==> config.mk <==
export PLATFORM = sky130hd
export DESIGN_NAME = multi_policy_task_scheduler
export DESIGN_NICKNAME = d
export VERILOG_FILES = /design/src/rtl/core/mpts_pkg.sv /design/src/rtl/core/multi_policy_task_scheduler.sv /design/src/rtl/core/mpts_ctrl.sv /design/src/rtl/core/mpts_dpath.sv
export SDC_FILE = /design/constraint.sdc
export NUM_CORES = 1
export LEC_CHECK = 0
export BUFFER_PORTS_ARGS = -buffer_cell sky130_fd_sc_hd__buf_4
export CAP_MARGIN = 20
export CORE_ASPECT_RATIO = 0.8
export CORE_MARGIN = 5
export CORE_UTILIZATION = 45
export DETAILED_ROUTE_END_ITERATION = 10
export REMOVE_ABC_BUFFERS = 1
export SLEW_MARGIN = 20
export SYNTH_ARGS = -nofsm -noshare
export SYNTH_HDL_FRONTEND = slang
export SYNTH_SLANG_ARGS = --single-unit
==> constraint.sdc <==
create_clock -name i_clk -period 5.1 [get_ports i_clk]
set_clock_uncertainty 0.2 [all_clocks]
set_input_delay 0.255 -clock i_clk [delete_from_list [all_inputs] [get_ports i_clk]]
set_output_delay 0.255 -clock i_clk [all_outputs]
set_load 0.01 [all_outputs]
==> src/rtl/core/mpts_pkg.sv <==
// Shared types, codes and constants of the multi-policy task scheduler.
package mpts_pkg;

    localparam int SLOTS_DEFAULT = 16;
    localparam int TIME_W        = 16;
    localparam int SLOT_IN_W     = 4;
    localparam int CFG_DATA_W    = 16;

    localparam logic [TIME_W-1:0] QUANTUM_RESET = 16'd500;

    typedef enum logic [1:0] {
        POL_FIFO = 2'd0,
        POL_RR   = 2'd1,
        POL_SJF  = 2'd2,
        POL_PSJF = 2'd3
    } t_policy;

    typedef enum logic {
        OP_ADMIT = 1'b0,
        OP_TICK  = 1'b1
    } t_opcode;

    typedef enum logic {
        CFG_POLICY  = 1'b0,
        CFG_QUANTUM = 1'b1
    } t_cfg_index;

    typedef enum logic [1:0] {
        ST_IDLE,
        ST_SCAN,
        ST_DRAIN,
        ST_APPLY
    } t_state;

    typedef struct packed {
        logic admit;
        logic scan_clear;
        logic scan_issue;
        logic apply;
    } t_dp_cmd;

    typedef struct packed {
        logic scan_last;
        logic out_free;
    } t_dp_status;

endpackage

==> src/rtl/core/multi_policy_task_scheduler.sv <==
// Top level of the multi-policy task scheduler: configuration registers, controller and datapath.
//
// The scheduler keeps a table of SLOTS task slots. An admit transaction (opcode 0) marks a slot
// valid and stores the ticks of work it needs; it is accepted while idle, produces no result,
// and is ignored when the slot lies beyond the table. A tick transaction (opcode 1) picks the
// slot that runs for that tick under the configured policy (FIFO, round robin, shortest job
// first or preemptive shortest job first), charges it one tick of work and of quantum, and
// delivers one result: the running slot, an idle flag and a finished flag. A tick occupies the
// block until its decision is applied: the slot table is a memory with one registered read port;
// the tick is accepted, the scan reads one slot per cycle, a further step evaluates the last
// read, and a final step applies the decision.
// The input is stalled while a tick is in progress. A finished result waits in an output
// register, so admits and the next tick are accepted while it is still held; the apply step
// of the next tick waits only if that register is still occupied. Configuration writes are
// always ready and must be issued only while the block is idle.
module multi_policy_task_scheduler #(
    parameter int SLOTS = mpts_pkg::SLOTS_DEFAULT
) (
    input  logic                                  i_clk,
    input  logic                                  i_rst_n,
    // Input transactions.
    input  logic                                  i_in_valid,
    output logic                                  o_in_stall,
    input  logic [0:0]                            i_opcode,
    input  logic [mpts_pkg::SLOT_IN_W-1:0]        i_slot,
    input  logic [mpts_pkg::TIME_W-1:0]           i_run_time,
    // Result transactions.
    output logic                                  o_out_valid,
    input  logic                                  i_out_stall,
    output logic [mpts_pkg::SLOT_IN_W-1:0]        o_running_slot,
    output logic                                  o_idle,
    output logic                                  o_finished,
    // Configuration writes.
    input  logic                                  i_cfg_valid,
    output logic                                  o_cfg_ready,
    input  logic [0:0]                            i_cfg_index,
    input  logic [mpts_pkg::CFG_DATA_W-1:0]       i_cfg_data
);

    mpts_pkg::t_policy                r_policy;
    logic [mpts_pkg::TIME_W-1:0]      r_time_quantum;
    mpts_pkg::t_dp_cmd                dp_cmd;
    mpts_pkg::t_dp_status             dp_status;

    // Register writes always accepted; host must write only while idle, unchecked by the block.
    assign o_cfg_ready = 1'b1;

    always_ff @(posedge i_clk) begin
        if (!i_rst_n) begin
            r_policy       <= mpts_pkg::POL_FIFO;
            r_time_quantum <= mpts_pkg::QUANTUM_RESET;
        end else if (i_cfg_valid && o_cfg_ready) begin
            case (mpts_pkg::t_cfg_index'(i_cfg_index))
                mpts_pkg::CFG_POLICY: begin
                    r_policy <= mpts_pkg::t_policy'(i_cfg_data[1:0]);
                end
                mpts_pkg::CFG_QUANTUM: begin
                    r_time_quantum <= i_cfg_data[mpts_pkg::TIME_W-1:0];
                end
                default: begin
                    r_policy <= r_policy;
                end
            endcase
        end
    end

    // The controller sequences admits and the per-tick scan of the slot table.
    mpts_ctrl u_ctrl (
        .i_clk      (i_clk),
        .i_rst_n    (i_rst_n),
        .i_in_valid (i_in_valid),
        .i_opcode   (i_opcode),
        .i_status   (dp_status),
        .o_in_stall (o_in_stall),
        .o_cmd      (dp_cmd)
    );

    // The datapath holds the table, the scan accumulators and the result register.
    mpts_dpath #(
        .SLOTS (SLOTS)
    ) u_dpath (
        .i_clk          (i_clk),
        .i_rst_n        (i_rst_n),
        .i_cmd          (dp_cmd),
        .i_slot         (i_slot),
        .i_run_time     (i_run_time),
        .i_policy       (r_policy),
        .i_time_quantum (r_time_quantum),
        .i_out_stall    (i_out_stall),
        .o_status       (dp_status),
        .o_out_valid    (o_out_valid),
        .o_running_slot (o_running_slot),
        .o_idle         (o_idle),
        .o_finished     (o_finished)
    );

endmodule

==> src/rtl/core/mpts_ctrl.sv <==
// Sequencing state machine of the task scheduler: accepts transactions and steps a tick.
module mpts_ctrl (
    input  logic                   i_clk,
    input  logic                   i_rst_n,
    input  logic                   i_in_valid,
    input  logic [0:0]             i_opcode,
    input  mpts_pkg::t_dp_status   i_status,
    output logic                   o_in_stall,
    output mpts_pkg::t_dp_cmd      o_cmd
);

    mpts_pkg::t_state r_state;
    mpts_pkg::t_state n_state;

    always_ff @(posedge i_clk) begin
        if (!i_rst_n) begin
            r_state <= mpts_pkg::ST_IDLE;
        end else begin
            r_state <= n_state;
        end
    end

    always_comb begin
        n_state    = r_state;
        o_cmd      = '0;
        o_in_stall = 1'b1;
        case (r_state)
            mpts_pkg::ST_IDLE: begin
                o_in_stall = 1'b0;
                if (i_in_valid) begin
                    if (mpts_pkg::t_opcode'(i_opcode) == mpts_pkg::OP_TICK) begin
                        o_cmd.scan_clear = 1'b1;
                        n_state          = mpts_pkg::ST_SCAN;
                    end else begin
                        o_cmd.admit = 1'b1;
                    end
                end
            end
            mpts_pkg::ST_SCAN: begin
                o_cmd.scan_issue = 1'b1;
                if (i_status.scan_last) begin
                    n_state = mpts_pkg::ST_DRAIN;
                end
            end
            mpts_pkg::ST_DRAIN: begin
                // The last table read is evaluated during this cycle.
                n_state = mpts_pkg::ST_APPLY;
            end
            mpts_pkg::ST_APPLY: begin
                if (i_status.out_free) begin
                    o_cmd.apply = 1'b1;
                    n_state     = mpts_pkg::ST_IDLE;
                end
            end
            default: begin
                n_state = mpts_pkg::ST_IDLE;
            end
        endcase
    end

endmodule

==> src/rtl/core/mpts_dpath.sv <==
// Datapath of the task scheduler: slot table, scan accumulators, runner state and result register.
module mpts_dpath #(
    parameter int SLOTS = mpts_pkg::SLOTS_DEFAULT
) (
    input  logic                                i_clk,
    input  logic                                i_rst_n,
    input  mpts_pkg::t_dp_cmd                   i_cmd,
    input  logic [mpts_pkg::SLOT_IN_W-1:0]      i_slot,
    input  logic [mpts_pkg::TIME_W-1:0]         i_run_time,
    input  mpts_pkg::t_policy                   i_policy,
    input  logic [mpts_pkg::TIME_W-1:0]         i_time_quantum,
    input  logic                                i_out_stall,
    output mpts_pkg::t_dp_status                o_status,
    output logic                                o_out_valid,
    output logic [mpts_pkg::SLOT_IN_W-1:0]      o_running_slot,
    output logic                                o_idle,
    output logic                                o_finished
);

    localparam int SW = (SLOTS > 1) ? $clog2(SLOTS) : 1;
    localparam int TW = mpts_pkg::TIME_W;

    // Remaining work per slot; entries hold garbage until an admit writes them.
    logic [TW-1:0]     r_mem [SLOTS];
    logic [TW-1:0]     r_rd_data;
    logic [SLOTS-1:0]  r_slot_valid;

    // Scan address and the stage that lines up with the registered read.
    logic [SW-1:0]     r_idx;
    logic              r_stg_vld;
    logic [SW-1:0]     r_stg_idx;
    logic              r_stg_hit;

    // Scan accumulators.
    logic              r_min_found, r_aft_found, r_any_found;
    logic [SW-1:0]     r_min_idx, r_aft_idx, r_any_idx;
    logic [TW-1:0]     r_min_val, r_aft_val, r_any_val, r_last_val;

    // Runner state.
    logic [SW-1:0]     r_last_runner;
    logic              r_last_present;
    logic [TW-1:0]     r_quantum_left;

    // Result register.
    logic              r_out_valid;
    logic [mpts_pkg::SLOT_IN_W-1:0] r_out_slot;
    logic              r_out_idle;
    logic              r_out_fin;

    logic              admit_ok;
    logic              absent;
    logic              keep;
    logic              reload;
    logic              alt_found;
    logic [SW-1:0]     alt_idx;
    logic [TW-1:0]     alt_val;
    logic              found;
    logic [SW-1:0]     chosen_idx;
    logic [TW-1:0]     chosen_val;
    logic              done;
    logic [TW-1:0]     q_base;
    logic              mem_we;
    logic [SW-1:0]     mem_waddr;
    logic [TW-1:0]     mem_wdata;

    assign admit_ok = ({28'd0, i_slot} < 32'(SLOTS));
    assign absent   = !r_last_present || !r_slot_valid[r_last_runner];

    always_comb begin
        keep      = 1'b0;
        reload    = 1'b0;
        alt_found = r_min_found;
        alt_idx   = r_min_idx;
        alt_val   = r_min_val;
        case (i_policy)
            mpts_pkg::POL_FIFO: begin
                keep      = !absent;
                alt_found = r_aft_found;
                alt_idx   = r_aft_idx;
                alt_val   = r_aft_val;
            end
            mpts_pkg::POL_RR: begin
                keep   = !absent && (r_quantum_left != '0);
                reload = !keep;
                if (r_aft_found) begin
                    alt_found = 1'b1;
                    alt_idx   = r_aft_idx;
                    alt_val   = r_aft_val;
                end else begin
                    alt_found = r_any_found;
                    alt_idx   = r_any_idx;
                    alt_val   = r_any_val;
                end
            end
            mpts_pkg::POL_SJF: begin
                keep = !absent;
            end
            mpts_pkg::POL_PSJF: begin
                // The runner stays unless some slot is strictly shorter.
                keep = !absent && !(r_min_val < r_last_val);
            end
            default: begin
                keep = 1'b0;
            end
        endcase
    end

    assign found      = keep || alt_found;
    assign chosen_idx = keep ? r_last_runner : alt_idx;
    assign chosen_val = keep ? r_last_val : alt_val;
    assign done       = (chosen_val <= TW'(1));
    assign q_base     = reload ? i_time_quantum : r_quantum_left;

    assign mem_we    = (i_cmd.admit && admit_ok) || (i_cmd.apply && found && !done);
    assign mem_waddr = i_cmd.admit ? SW'(i_slot) : chosen_idx;
    assign mem_wdata = i_cmd.admit ? i_run_time : chosen_val - TW'(1);

    always_ff @(posedge i_clk) begin
        if (mem_we) begin
            r_mem[mem_waddr] <= mem_wdata;
        end
        if (i_cmd.scan_issue) begin
            r_rd_data <= r_mem[r_idx];
        end
    end

    always_ff @(posedge i_clk) begin
        if (i_cmd.scan_issue) begin
            r_stg_idx <= r_idx;
            r_stg_hit <= r_slot_valid[r_idx];
        end
        if (r_stg_vld) begin
            if (r_stg_idx == r_last_runner) begin
                r_last_val <= r_rd_data;
            end
            if (r_stg_hit && (!r_min_found || (r_rd_data < r_min_val))) begin
                r_min_idx <= r_stg_idx;
                r_min_val <= r_rd_data;
            end
            if (r_stg_hit && !r_any_found) begin
                r_any_idx <= r_stg_idx;
                r_any_val <= r_rd_data;
            end
            if (r_stg_hit && !r_aft_found && (!r_last_present || (r_stg_idx > r_last_runner))) begin
                r_aft_idx <= r_stg_idx;
                r_aft_val <= r_rd_data;
            end
        end
        if (i_cmd.apply) begin
            r_out_slot <= found ? mpts_pkg::SLOT_IN_W'(chosen_idx) : '0;
            r_out_idle <= !found;
            r_out_fin  <= found && done;
        end
    end

    always_ff @(posedge i_clk) begin
        if (!i_rst_n) begin
            r_idx          <= '0;
            r_stg_vld      <= 1'b0;
            r_min_found    <= 1'b0;
            r_aft_found    <= 1'b0;
            r_any_found    <= 1'b0;
            r_slot_valid   <= '0;
            r_last_runner  <= '0;
            r_last_present <= 1'b0;
            r_quantum_left <= '0;
            r_out_valid    <= 1'b0;
        end else begin
            r_stg_vld <= i_cmd.scan_issue;
            if (i_cmd.scan_clear) begin
                r_idx       <= '0;
                r_min_found <= 1'b0;
                r_aft_found <= 1'b0;
                r_any_found <= 1'b0;
            end else if (i_cmd.scan_issue) begin
                r_idx <= r_idx + SW'(1);
            end
            if (r_stg_vld && r_stg_hit) begin
                r_min_found <= 1'b1;
                r_any_found <= 1'b1;
                if (!r_last_present || (r_stg_idx > r_last_runner)) begin
                    r_aft_found <= 1'b1;
                end
            end
            if (i_cmd.admit && admit_ok) begin
                r_slot_valid[SW'(i_slot)] <= 1'b1;
            end
            if (i_cmd.apply) begin
                r_quantum_left <= found ? q_base - TW'(1) : q_base;
                if (found) begin
                    r_last_runner  <= chosen_idx;
                    r_last_present <= 1'b1;
                    if (done) begin
                        r_slot_valid[chosen_idx] <= 1'b0;
                    end
                end
                r_out_valid <= 1'b1;
            end else if (!i_out_stall) begin
                r_out_valid <= 1'b0;
            end
        end
    end

    assign o_status.scan_last = (r_idx == SW'(SLOTS - 1));
    assign o_status.out_free  = !r_out_valid || !i_out_stall;

    assign o_out_valid    = r_out_valid;
    assign o_running_slot = r_out_slot;
    assign o_idle         = r_out_idle;
    assign o_finished     = r_out_fin;

endmodule

# == Yosys cells after proc, flatten, opt, wreduce, memory -nomap -nowiden ==
# Memories as Yosys holds them, arrays and structs flattened. A register that Yosys moved wholly into a read port is not among the register bits.
# Cells that the tools add are included.
# W data, S select, Z words.
# classes
n_bitwise,5
n_eq_ne,13
add_sub_neg,3
n_reduce_logical,43
muxes,49
order_cmp,10
# ops
op,count
$mux W16,10
$lt A16 B16 Y1,2
$pmux W16 S2,1
$sub A16 B1 Y16 const B,2
$mux W1,21
$lt A4 B5 Y1 const B,4
$and A16 B16 Y16,1
$le A16 B1 Y1 const B,1
$not A16 Y16,1
$or A16 B16 Y16,1
$reduce_bool A16 Y1,1
$reduce_and A2 Y1,7
$logic_and A1 B1 Y1,12
$mux W2,6
$mux W4,3
$logic_not A1 Y1,11
$bmux W1 S4,2
$demux W1 S4,2
$eq A2 B2 Y1 const B,4
$ge A4 B1 Y1 const B,2
$ne A2 B2 Y1 const B,4
$pmux W2 S4,1
$pmux W4 S2,1
$logic_or A1 B1 Y1,6
13 further kinds,17
# word_totals
input_bits,43
word_cells,148
ram_bits,256
n_memories,1
reg_bits,152
# mem_list
name,depth,word_bits,rd,rd_clocked_by_memory_dff,wr,line_no,text
u_dpath.r_mem,16,16,1,1,1,mpts_dpath.sv:24,logic [TW-1:0] r_mem [SLOTS];

# == Longest topological paths before layout ==
# Gate-level depths: netlist of run 1.
# logic_depth
word_depth,17
depth_mapped,17

# == Modules after synthesis ==
# From an unflattened synthesis of run 1, not the netlist that was laid out.
# unflattened
cells_unflattened,1327
hier_area_um2,19135.9
# modules_own_cells
module,instances,cells_per_inst,area_per_inst_um2,seq_area_each_um2
mpts_dpath,1,1223,18183.7,11681.2
multi_policy_task_scheduler,1,81,763.2,360.3
mpts_ctrl,1,23,188.9,40.0

# == Worst setup path after synthesis of run 1 ==
# Ideal clock, no wire load.
# synth_path
path_kind,flip-flop to flip-flop
startpoint,register u_dpath.r_min_val[13]
endpoint,"memory u_dpath.r_mem[13][0] (netlist bit), enable pin"
synth_period_minus_slack_ns,4.473
t_arrival_ns,3.885
path_stages_with_launch,15
setup_slack_ns,0.627
path_cell_list,edfxtp_1 > ha_1 > nand4_1 > nor3_1 > nand3_1 > o211a_1 > buf_4 > nor2_4 > clkbuf_1 > a21oi_1 > ha_1 > or2_2 > a21boi_1 > o22ai_1 > nor2_1
# synth_between
elab_chain_len,11
elab_cells_between_ends,16
classes_between,order compare (2); mux (7); reduce/logical (7)
# synth_rtl
item,line_no,text
from (decl),mpts_dpath.sv:37,"logic [TW-1:0] r_min_val, r_aft_val, r_any_val, r_last_val;"
from (signal assigned),mpts_dpath.sv:138,r_min_val <= r_rd_data;
$lt A16 B16 Y1,mpts_dpath.sv:100,keep = !absent && !(r_min_val < r_last_val);
$logic_not A1 Y1,mpts_dpath.sv:100,
$logic_and A1 B1 Y1,mpts_dpath.sv:100,
$pmux W1 S3,mpts_dpath.sv:75,case (i_policy)
$mux W16,mpts_dpath.sv:110,assign chosen_val = keep ? r_last_val : alt_val;
$le A16 B1 Y1,mpts_dpath.sv:111,assign done = (chosen_val <= TW'(1));
$logic_not A1 Y1,mpts_dpath.sv:114,assign mem_we = (i_cmd.admit && admit_ok) || (i_cmd.apply && found && !done);
$logic_and A1 B1 Y1,mpts_dpath.sv:114,
$logic_or A1 B1 Y1,mpts_dpath.sv:114,
$mux W1,mpts_dpath.sv:119,if (mem_we) begin
$mux W1 (implied by the code),mpts_dpath.sv:120,r_mem[mem_waddr] <= mem_wdata;
to (decl),mpts_dpath.sv:24,
# Parallel ways exist; a longest one is shown, timed or not.

# == Worst setup path in the final report of run 1 ==
# layout_path
startpoint,register u_dpath.r_last_val[13]
endpoint,"memory u_dpath.r_mem[12][6] (netlist bit), enable pin"
# layout_between
elab_chain_len,11
elab_cells_between_ends,15
classes_between,order compare (2); mux (6); reduce/logical (7)
# layout_rtl
item,line_no,text
from (decl),mpts_dpath.sv:37,
from (signal assigned),mpts_dpath.sv:134,r_last_val <= r_rd_data;
$lt A16 B16 Y1,mpts_dpath.sv:100,
$logic_not A1 Y1,mpts_dpath.sv:100,
$logic_and A1 B1 Y1,mpts_dpath.sv:100,
$pmux W1 S3,mpts_dpath.sv:75,
$mux W16,mpts_dpath.sv:110,
$le A16 B1 Y1,mpts_dpath.sv:111,
$logic_not A1 Y1,mpts_dpath.sv:114,
$logic_and A1 B1 Y1,mpts_dpath.sv:114,
$logic_or A1 B1 Y1,mpts_dpath.sv:114,
$mux W1,mpts_dpath.sv:119,
$mux W1 (implied by the code),mpts_dpath.sv:120,
# Parallel ways exist; a longest one is shown, timed or not.

==> key figures, run 1 <==
Outcome
  • Status: finished, final reports clean

Floorplanning
  • Die Span X: 239 um
  • Die ar.: 46200 sq um
  • Core area: 41700 sq um
  • Initial core utilization: 45.4%
  • Die H: 193 um
  • Site Rows: 67
  • Top Ports: 52

STA
  • Tmin final: 4520 ps
  • Worst relative slew slack: 26.9%
  • Hold Vio Cnt, Final: 0
  • Final worst slack: 580 ps
  • Setup TNS: 0 ps
  • Final setup violation count: 0
  • Slew Viols, Final: 0
  • Max Freq: 221 MHz
  • Unrepaired setup endpoints after global routing: false
  • Hold_ws: 37.7 ps
  • Worst slew pin tran: 1100 ps
  • Final Cycle Share: 88.6%

Cells and area
  • Commonest non-fill, non-tap cells in the layout: edfxtp_1 (359), nand2_1 (111), buf_4 (106)
  • N_diodes: 0
  • Share of cells above drive strength 1: 21.0%
  • Area growth, synth to finish: 16.6%
  • Final nets: 1526
  • Final cell count without fillers: 2027
  • Commonest non-fill, non-tap cell in the layout: edfxtp_1

Power
  • NetSw: 0.00261 W
  • Switching Share: 27.5%
  • Power per cell area: 430 nW/um^2
  • VDD IR max: 0.308 mV
  • Share of total power in combinational logic: 17.6%
  • Clock share of power: 35.0%
  • Seq pwr share: 47.4%
  • Total leakage power: 7.47 nW
  • Total power: 0.00949 W
  • Cell-internal power: 0.00688 W

Placed design
  • Pre-CTS WS: 613 ps
  • Placed cells: 1911
  • Port Buffers: 50
  • Final GP Congestion: 0.868
  • Hpwl dp: 31000 um

Clock network
  • Number of buffers created by CTS: 43
  • CTS H-tree depth: 2
  • Clk root buf: clkbuf_16
  • Longest Clk Path Bufs: 3
  • Worst skew pair latency: 580 ps
  • Num Clock Sinks: 424
  • CTS tree: done
  • Clock Pin Slew Worst Setup and Hold Paths: 60 ps

Detailed routing
  • Residual DRC count: 0
  • Initial DRC Count: 1239
  • Avg WL per Cell: 22.6 um
  • Vias per inst: 5.76
  • Antenna-violating nets left: 0
  • Via count: 11681
  • Pre-antenna DRT Iters: 6
  • WL final: 45800 um

Global routing
  • Largest net degree at the start of global routing: 73
  • Vias in the first global route: 11436
  • Total track usage: 19.5%
  • Antenna violations before repair: 1
  • GRT overflow: 0
  • First-pass GRT wire length: 70400 um

Logic synthesis
  • EDFF count, synth: 359
  • Mapped Area: 18900 sq um
  • Seq cells post-synth: 424
  • Mean post-synth cell area: 14.4 sq um
  • Async set-reset flop share out of synthesis: 0%
  • Most used flip-flop cell after synthesis: edfxtp_1
  • Sequential fraction of the synthesis area: 63.9%
  • Synth warnings: 0
  • Post-Syn Instances: 1314
  • Synth cell types: 86

Worst setup path
  • CP Class: reg -> reg
  • Crit Path Max Fanout: 9
  • Critical Path RT: 5190 ps
  • WP data arrival: 4610 ps
  • Critical Path Source Type: flop
  • CP endpoint kind: flop
  • RR Startpoint: u_dpath.r_last_val[13]$_DFFE_PP_
  • FF-to-FF setup slack: 580 ps
  • CP startpoint: u_dpath.r_last_val[13]$_DFFE_PP_
  • R2r endpoint: u_dpath.r_mem[12][6]$_DFFE_PP_
  • Reg2reg path depth: 15

Worst hold path
  • WHS Endpoint: u_dpath.r_mem[6][4]$_DFFE_PP_
  • WHS Path Cells: 4
  • Worst Hold Launch: i_run_time[4]
  • Hold Path Class: in -> reg

Run
  • Maxcap violations: 0
## power groups by stage
stage	sequential, W	clock [W]	combinational, W
finish	0.00450	0.00332	0.00167
global route	0.00453	0.00352	0.00182
CTS	0.00450	0.00337	0.00168
detailed placement	0.00457	0	0.00165
global placement	0.00457	0	0.00163
floorplan	0.00452	0	0.00104
## metrics by stage
| step | area, sq um | util (%) |
|---|---|---|
| 2_1_floorplan | 18600 | - |
| 3_3_place_gp | 20200 | 48.4 |
| 3_5_place_dp | 20200 | 48.5 |
| 4_1_cts | 22000 | 52.9 |
| 5_1_grt | 22000 | 52.9 |
| 6_report | 22000 | 52.9 |
## worst max-delay path, stage by stage (launching register included)
cell	delay, ps
edfxtp_1	380
inv_1	110
ha_1	260
a21o_1	170
a21o_1	170
a211oi_1	370
o211ai_1	190
a21oi_1	420
a21oi_1	120
ha_1	300
or2_2	340
a21boi_1	150
buf_4	160
o22ai_1	200
nor2_2	450
buf_4	260
## state kept, by name (all words and copies together), names as in the netlist, 2 cells and up
name,count
u_dpath.r_slot_valid,16
u_dpath.r_rd_data,16
r_time_quantum,16
r_policy,2
u_dpath.r_min_val,16
u_dpath.r_any_idx,4
u_dpath.r_mem,256
u_dpath.r_any_val,16
u_ctrl.r_state,2
u_dpath.r_aft_val,16
u_dpath.o_running_slot,4
u_dpath.r_quantum_left,16
u_dpath.r_last_runner,4
u_dpath.r_last_val,16
u_dpath.r_stg_idx,4
u_dpath.r_idx,4
u_dpath.r_min_idx,4
u_dpath.r_aft_idx,4
## logic make-up after synthesis
kind of cell	count (synthesis)	share of synthesized area, %
other	1	0.0198
XOR/XNOR	23	1.07
flip-flops	424	63.9
buffers and inverters	111	2.48
AO/OA/AOI/OAI	234	8.29
multiplexers	125	12.3
AND/OR/NAND/NOR	353	9.10
adder cells (fa/ha/maj)	43	2.85
## worst max path at each step
stage,endpoint,slack (ps)
after floorplan,u_dpath.r_rd_data[0]$_DFFE_PP_,560
after global placement,u_dpath.r_mem[12][7]$_DFFE_PP_,630
after detailed placement,u_dpath.r_mem[12][7]$_DFFE_PP_,610
after CTS,u_dpath.r_mem[12][15]$_DFFE_PP_,580
after global routing,u_dpath.r_mem[12][6]$_DFFE_PP_,240
final,u_dpath.r_mem[12][6]$_DFFE_PP_,580
## Yosys cell counts (3+ instances only)
cell / number / share of area, %
a211oi_1: 17 / 0.68
a21o_1: 12 / 0.48
a21oi_1: 62 / 1.6
a221oi_2: 3 / 0.24
a22oi_1: 3 / 0.12
a31oi_1: 13 / 0.43
and2_1: 9 / 0.30
and3_1: 10 / 0.33
and3b_1: 6 / 0.28
buf_1: 9 / 0.18
buf_2: 4 / 0.11
buf_4: 6 / 0.24
clkbuf_1: 42 / 0.83
dfxtp_1: 65 / 6.9
edfxtp_1: 359 / 57
ha_1: 43 / 2.8
inv_1: 46 / 0.91
mux2_2: 3 / 0.18
mux2i_1: 35 / 1.9
mux4_2: 85 / 10
nand2_1: 111 / 2.2
nand2b_1: 9 / 0.30
nand3_1: 24 / 0.64
nand3b_1: 3 / 0.12
nand4_1: 9 / 0.30
nor2_1: 97 / 1.9
nor2b_1: 12 / 0.40
nor3_1: 31 / 0.82
nor4_1: 4 / 0.13
o2111ai_1: 6 / 0.28
o211ai_1: 14 / 0.56
o21a_1: 7 / 0.28
o21ai_0: 53 / 1.4
o22ai_1: 7 / 0.23
o311ai_0: 3 / 0.14
or2_2: 8 / 0.26
or3_1: 4 / 0.13
xnor2_1: 14 / 0.65
xor2_1: 9 / 0.42
## what timing repair did
action                    in CTS  in global routing
hold buffers                  36                  0
buffers inserted               0                  0
hold endpoints to repair      41                  0
resized for setup              0                  0
## cell type report
class	instances	area (sq um)
multi-input combinational	779	6400
timing repair buffer	144	1190
fill	3413	19600
inverter	48	180
tap	552	691
sequential	424	12100
clock buffer	49	1100
clock inverter	31	382
## routing by layer
metal	share of wire (%)	routed length (um)	global-route usage (%)	vias to the layer above
met1	49	22300	31.9	5929
met5	0.028	13	0	-
met2	44	20000	28.1	366
li1	-	-	-	5328
met3	6.1	2790	2.92	56
met4	1.5	671	3.91	2
Note: power is estimated with default switching activity, not from simulation.
==> run 2, diff against run 1 <==
--- a/config.mk
+++ b/config.mk
@@ -10,7 +10,9 @@
 export CORE_ASPECT_RATIO = 0.8
 export CORE_MARGIN = 5
 export CORE_UTILIZATION = 45
+export CTS_CLUSTER_DIAMETER = 120
 export DETAILED_ROUTE_END_ITERATION = 10
+export RECOVER_POWER = 50
 export REMOVE_ABC_BUFFERS = 1
 export SLEW_MARGIN = 20
 export SYNTH_ARGS = -nofsm -noshare
==> run 2 against run 1 <==
The run now ends with max-capacitance violations, max-slew violations left; critical path depth shrank 5; global-route usage is the same; flip-flop and latch count stayed put; non-clock buffer count did not move; count of clock-buffer cells in the layout stayed put; register-to-register slack got worse by 110 ps; cell count is the same; sequential power about the same; largest cell class unchanged; largest power group unchanged.
==> key figures, run 2 (synthesized netlist as in run 1, its figures left out) <==
Worst setup path
  • Critical Path Source Type: flop (unchanged)
  • CP Class: reg -> reg (unchanged)
  • Critical Path RT: 5260 ps (was 5190 ps)
  • WP data arrival: 4800 ps (was 4610 ps)
  • CP endpoint kind: flop (unchanged)
  • Crit Path Max Fanout: 17 (was 9)

Placed design
  • Port Buffers: 50 (unchanged)
  • Dpl cell area: 20200 sq um (unchanged)
  • Final GP Congestion: 0.868 (unchanged)
  • Pre-CTS WS: 613 ps (unchanged)
  • Hpwl dp: 31000 um (unchanged)

Global routing
  • Vias in the first global route: 11436 (unchanged)
  • Largest net degree at the start of global routing: 73 (unchanged)
  • Total track usage: 19.5% (unchanged)
  • GRT overflow: 0 (unchanged)
  • Antenna violations before repair: 1 (unchanged)
  • First-pass GRT wire length: 70400 um (unchanged)

Cells and area
  • N_diodes: 0 (unchanged)
  • Post-Layout Inst Area: 21900 sq um (was 22000 sq um)
  • Biggest register: u_dpath.r_mem (unchanged)
  • Commonest non-fill, non-tap cell in the layout: edfxtp_1 (unchanged)
  • Final nets: 1526 (unchanged)
  • Commonest non-fill, non-tap cells in the layout: edfxtp_1 (359), nand2_1 (111), mux4_2 (85) (was edfxtp_1 (359), nand2_1 (111), buf_4 (106))
  • Share of cells above drive strength 1: 18.2% (was 21.0%)
  • Max reg flops: 256 (unchanged)
  • Area growth, synth to finish: 15.7% (was 16.6%)

Detailed routing
  • Residual DRC count: 0 (unchanged)
  • Initial DRC Count: 1188 (was 1239)
  • Antenna-violating nets left: 0 (unchanged)
  • WL final: 45700 um (was 45800 um)
  • Via count: 11681 (unchanged)
  • Avg WL per Cell: 22.6 um (about the same)
  • Vias per inst: 5.76 (unchanged)
  • Pre-antenna DRT Iters: 7 (was 6)

Floorplanning
  • Top Ports: 52 (unchanged)
  • Die H: 193 um (unchanged)
  • Initial core utilization: 45.4% (unchanged)
  • Die Span X: 239 um (unchanged)
  • Die ar.: 46200 sq um (unchanged)
  • Core area: 41700 sq um (unchanged)
  • Site Rows: 67 (unchanged)

Clock network
  • CTS H-tree depth: 2 (unchanged)
  • Post-CTS Setup Repair Bufs: 0 (unchanged)
  • Number of buffers created by CTS: 43 (unchanged)
  • Clk root buf: clkbuf_16 (unchanged)
  • Worst skew pair latency: 580 ps (about the same)
  • CTS tree: done (unchanged)
  • Longest Clk Path Bufs: 3 (unchanged)
  • Num Clock Sinks: 424 (unchanged)
  • Clock Pin Slew Worst Setup and Hold Paths: 60 ps (about the same)

STA
  • Final setup violation count: 0 (unchanged)
  • Unrepaired setup endpoints after global routing: false (unchanged)
  • Worst slew pin tran: 3650 ps (was 1100 ps)
  • Setup TNS: 0 ps (unchanged)
  • Worst relative slew slack: -143% (was 26.9%)
  • Max Freq: 216 MHz (was 221 MHz)
  • Tmin final: 4630 ps (was 4520 ps)
  • Hold Vio Cnt, Final: 0 (unchanged)
  • Final Cycle Share: 90.8% (was 88.6%)
  • Slew Viols, Final: 185 (was 0)
  • Final worst slack: 468 ps (was 580 ps)

Run
  • Maxcap violations: 5 (was 0)

Worst hold path
  • Hold Path Class: in -> reg (unchanged)

Power
  • Total leakage power: 7.35 nW (was 7.47 nW)
  • Total power: 0.00946 W (was 0.00949 W)
  • VDD IR max: 0.310 mV (was 0.308 mV)
  • Power per cell area: 433 nW/um^2 (was 430 nW/um^2)

Outcome
  • Failing checks: max-capacitance violations, max-slew violations
  • Status: finished with violations (was finished, final reports clean)
[run 2: cell type report]
| class | count | area, sq um |
|---|---|---|
| Clock inverter | 31 | 382 |
| Clock buffer | 49 | 1100 |
| Tap cell | 552 | 691 |
| Multi-Input combinational cell | 779 | 6370 |
| Inverter | 48 | 180 |
| Sequential cell | 424 | 12100 |
| Fill cell | 3451 | 19800 |
| Timing Repair Buffer | 144 | 1070 |
[run 2: report_power, final]
part,switching [W],internal (W)
registers,0.000270,0.00423
logic,0.000938,0.000711
clock network,0.00138,0.00193
total,0.00259,0.00687
[run 2: worst paths after layout]
kind	slack, ps	to	cells past startpoint	start
max	470	u_dpath.r_quantum_left[14]$_SDFFE_PN0P_	10	u_dpath.r_last_runner[0]$_SDFFE_PN0P_
min	40	u_dpath.r_mem[6][4]$_DFFE_PP_	4	i_run_time[4]
max reg2reg	470	u_dpath.r_quantum_left[14]$_SDFFE_PN0P_	10	u_dpath.r_last_runner[0]$_SDFFE_PN0P_
min reg2reg	280	r_time_quantum[11]$_SDFFE_PN0P_	2	r_time_quantum[11]$_SDFFE_PN0P_
[run 2: repair_timing]
| item | CTS | global route |
|---|---|---|
| hold endpoints to repair | 41 | 0 |
| hold buffers | 36 | 0 |
| resized for setup | 0 | 0 |
[run 2: layer usage]
layer / GRT usage (%) / routed length, um
met5: 0 / 13
met4: 3.91 / 686
met3: 2.92 / 3060
met2: 28.1 / 20100
met1: 31.9 / 21900
[run 2: through the flow]
step                      instances  hold slack, ps  utilization, %
final                          2027            40.7            52.5
after global routing           2027            46.7            52.5
after CTS                      2027            21.3            52.9
after detailed placement       1911             267            48.5
after global placement         1910             258            48.4
after floorplan                1251             127               -
[run 2: worst max-delay path, stage by stage (launching register included)]
cell,delay (ps)
dfxtp_1,570
mux2i_1,180
a221oi_2,290
a22oi_1,280
o21ai_1,1280
mux2i_1,410
ha_1,280
nand4b_1,320
nor3_1,330
xor2_1,190
a211oi_1,90
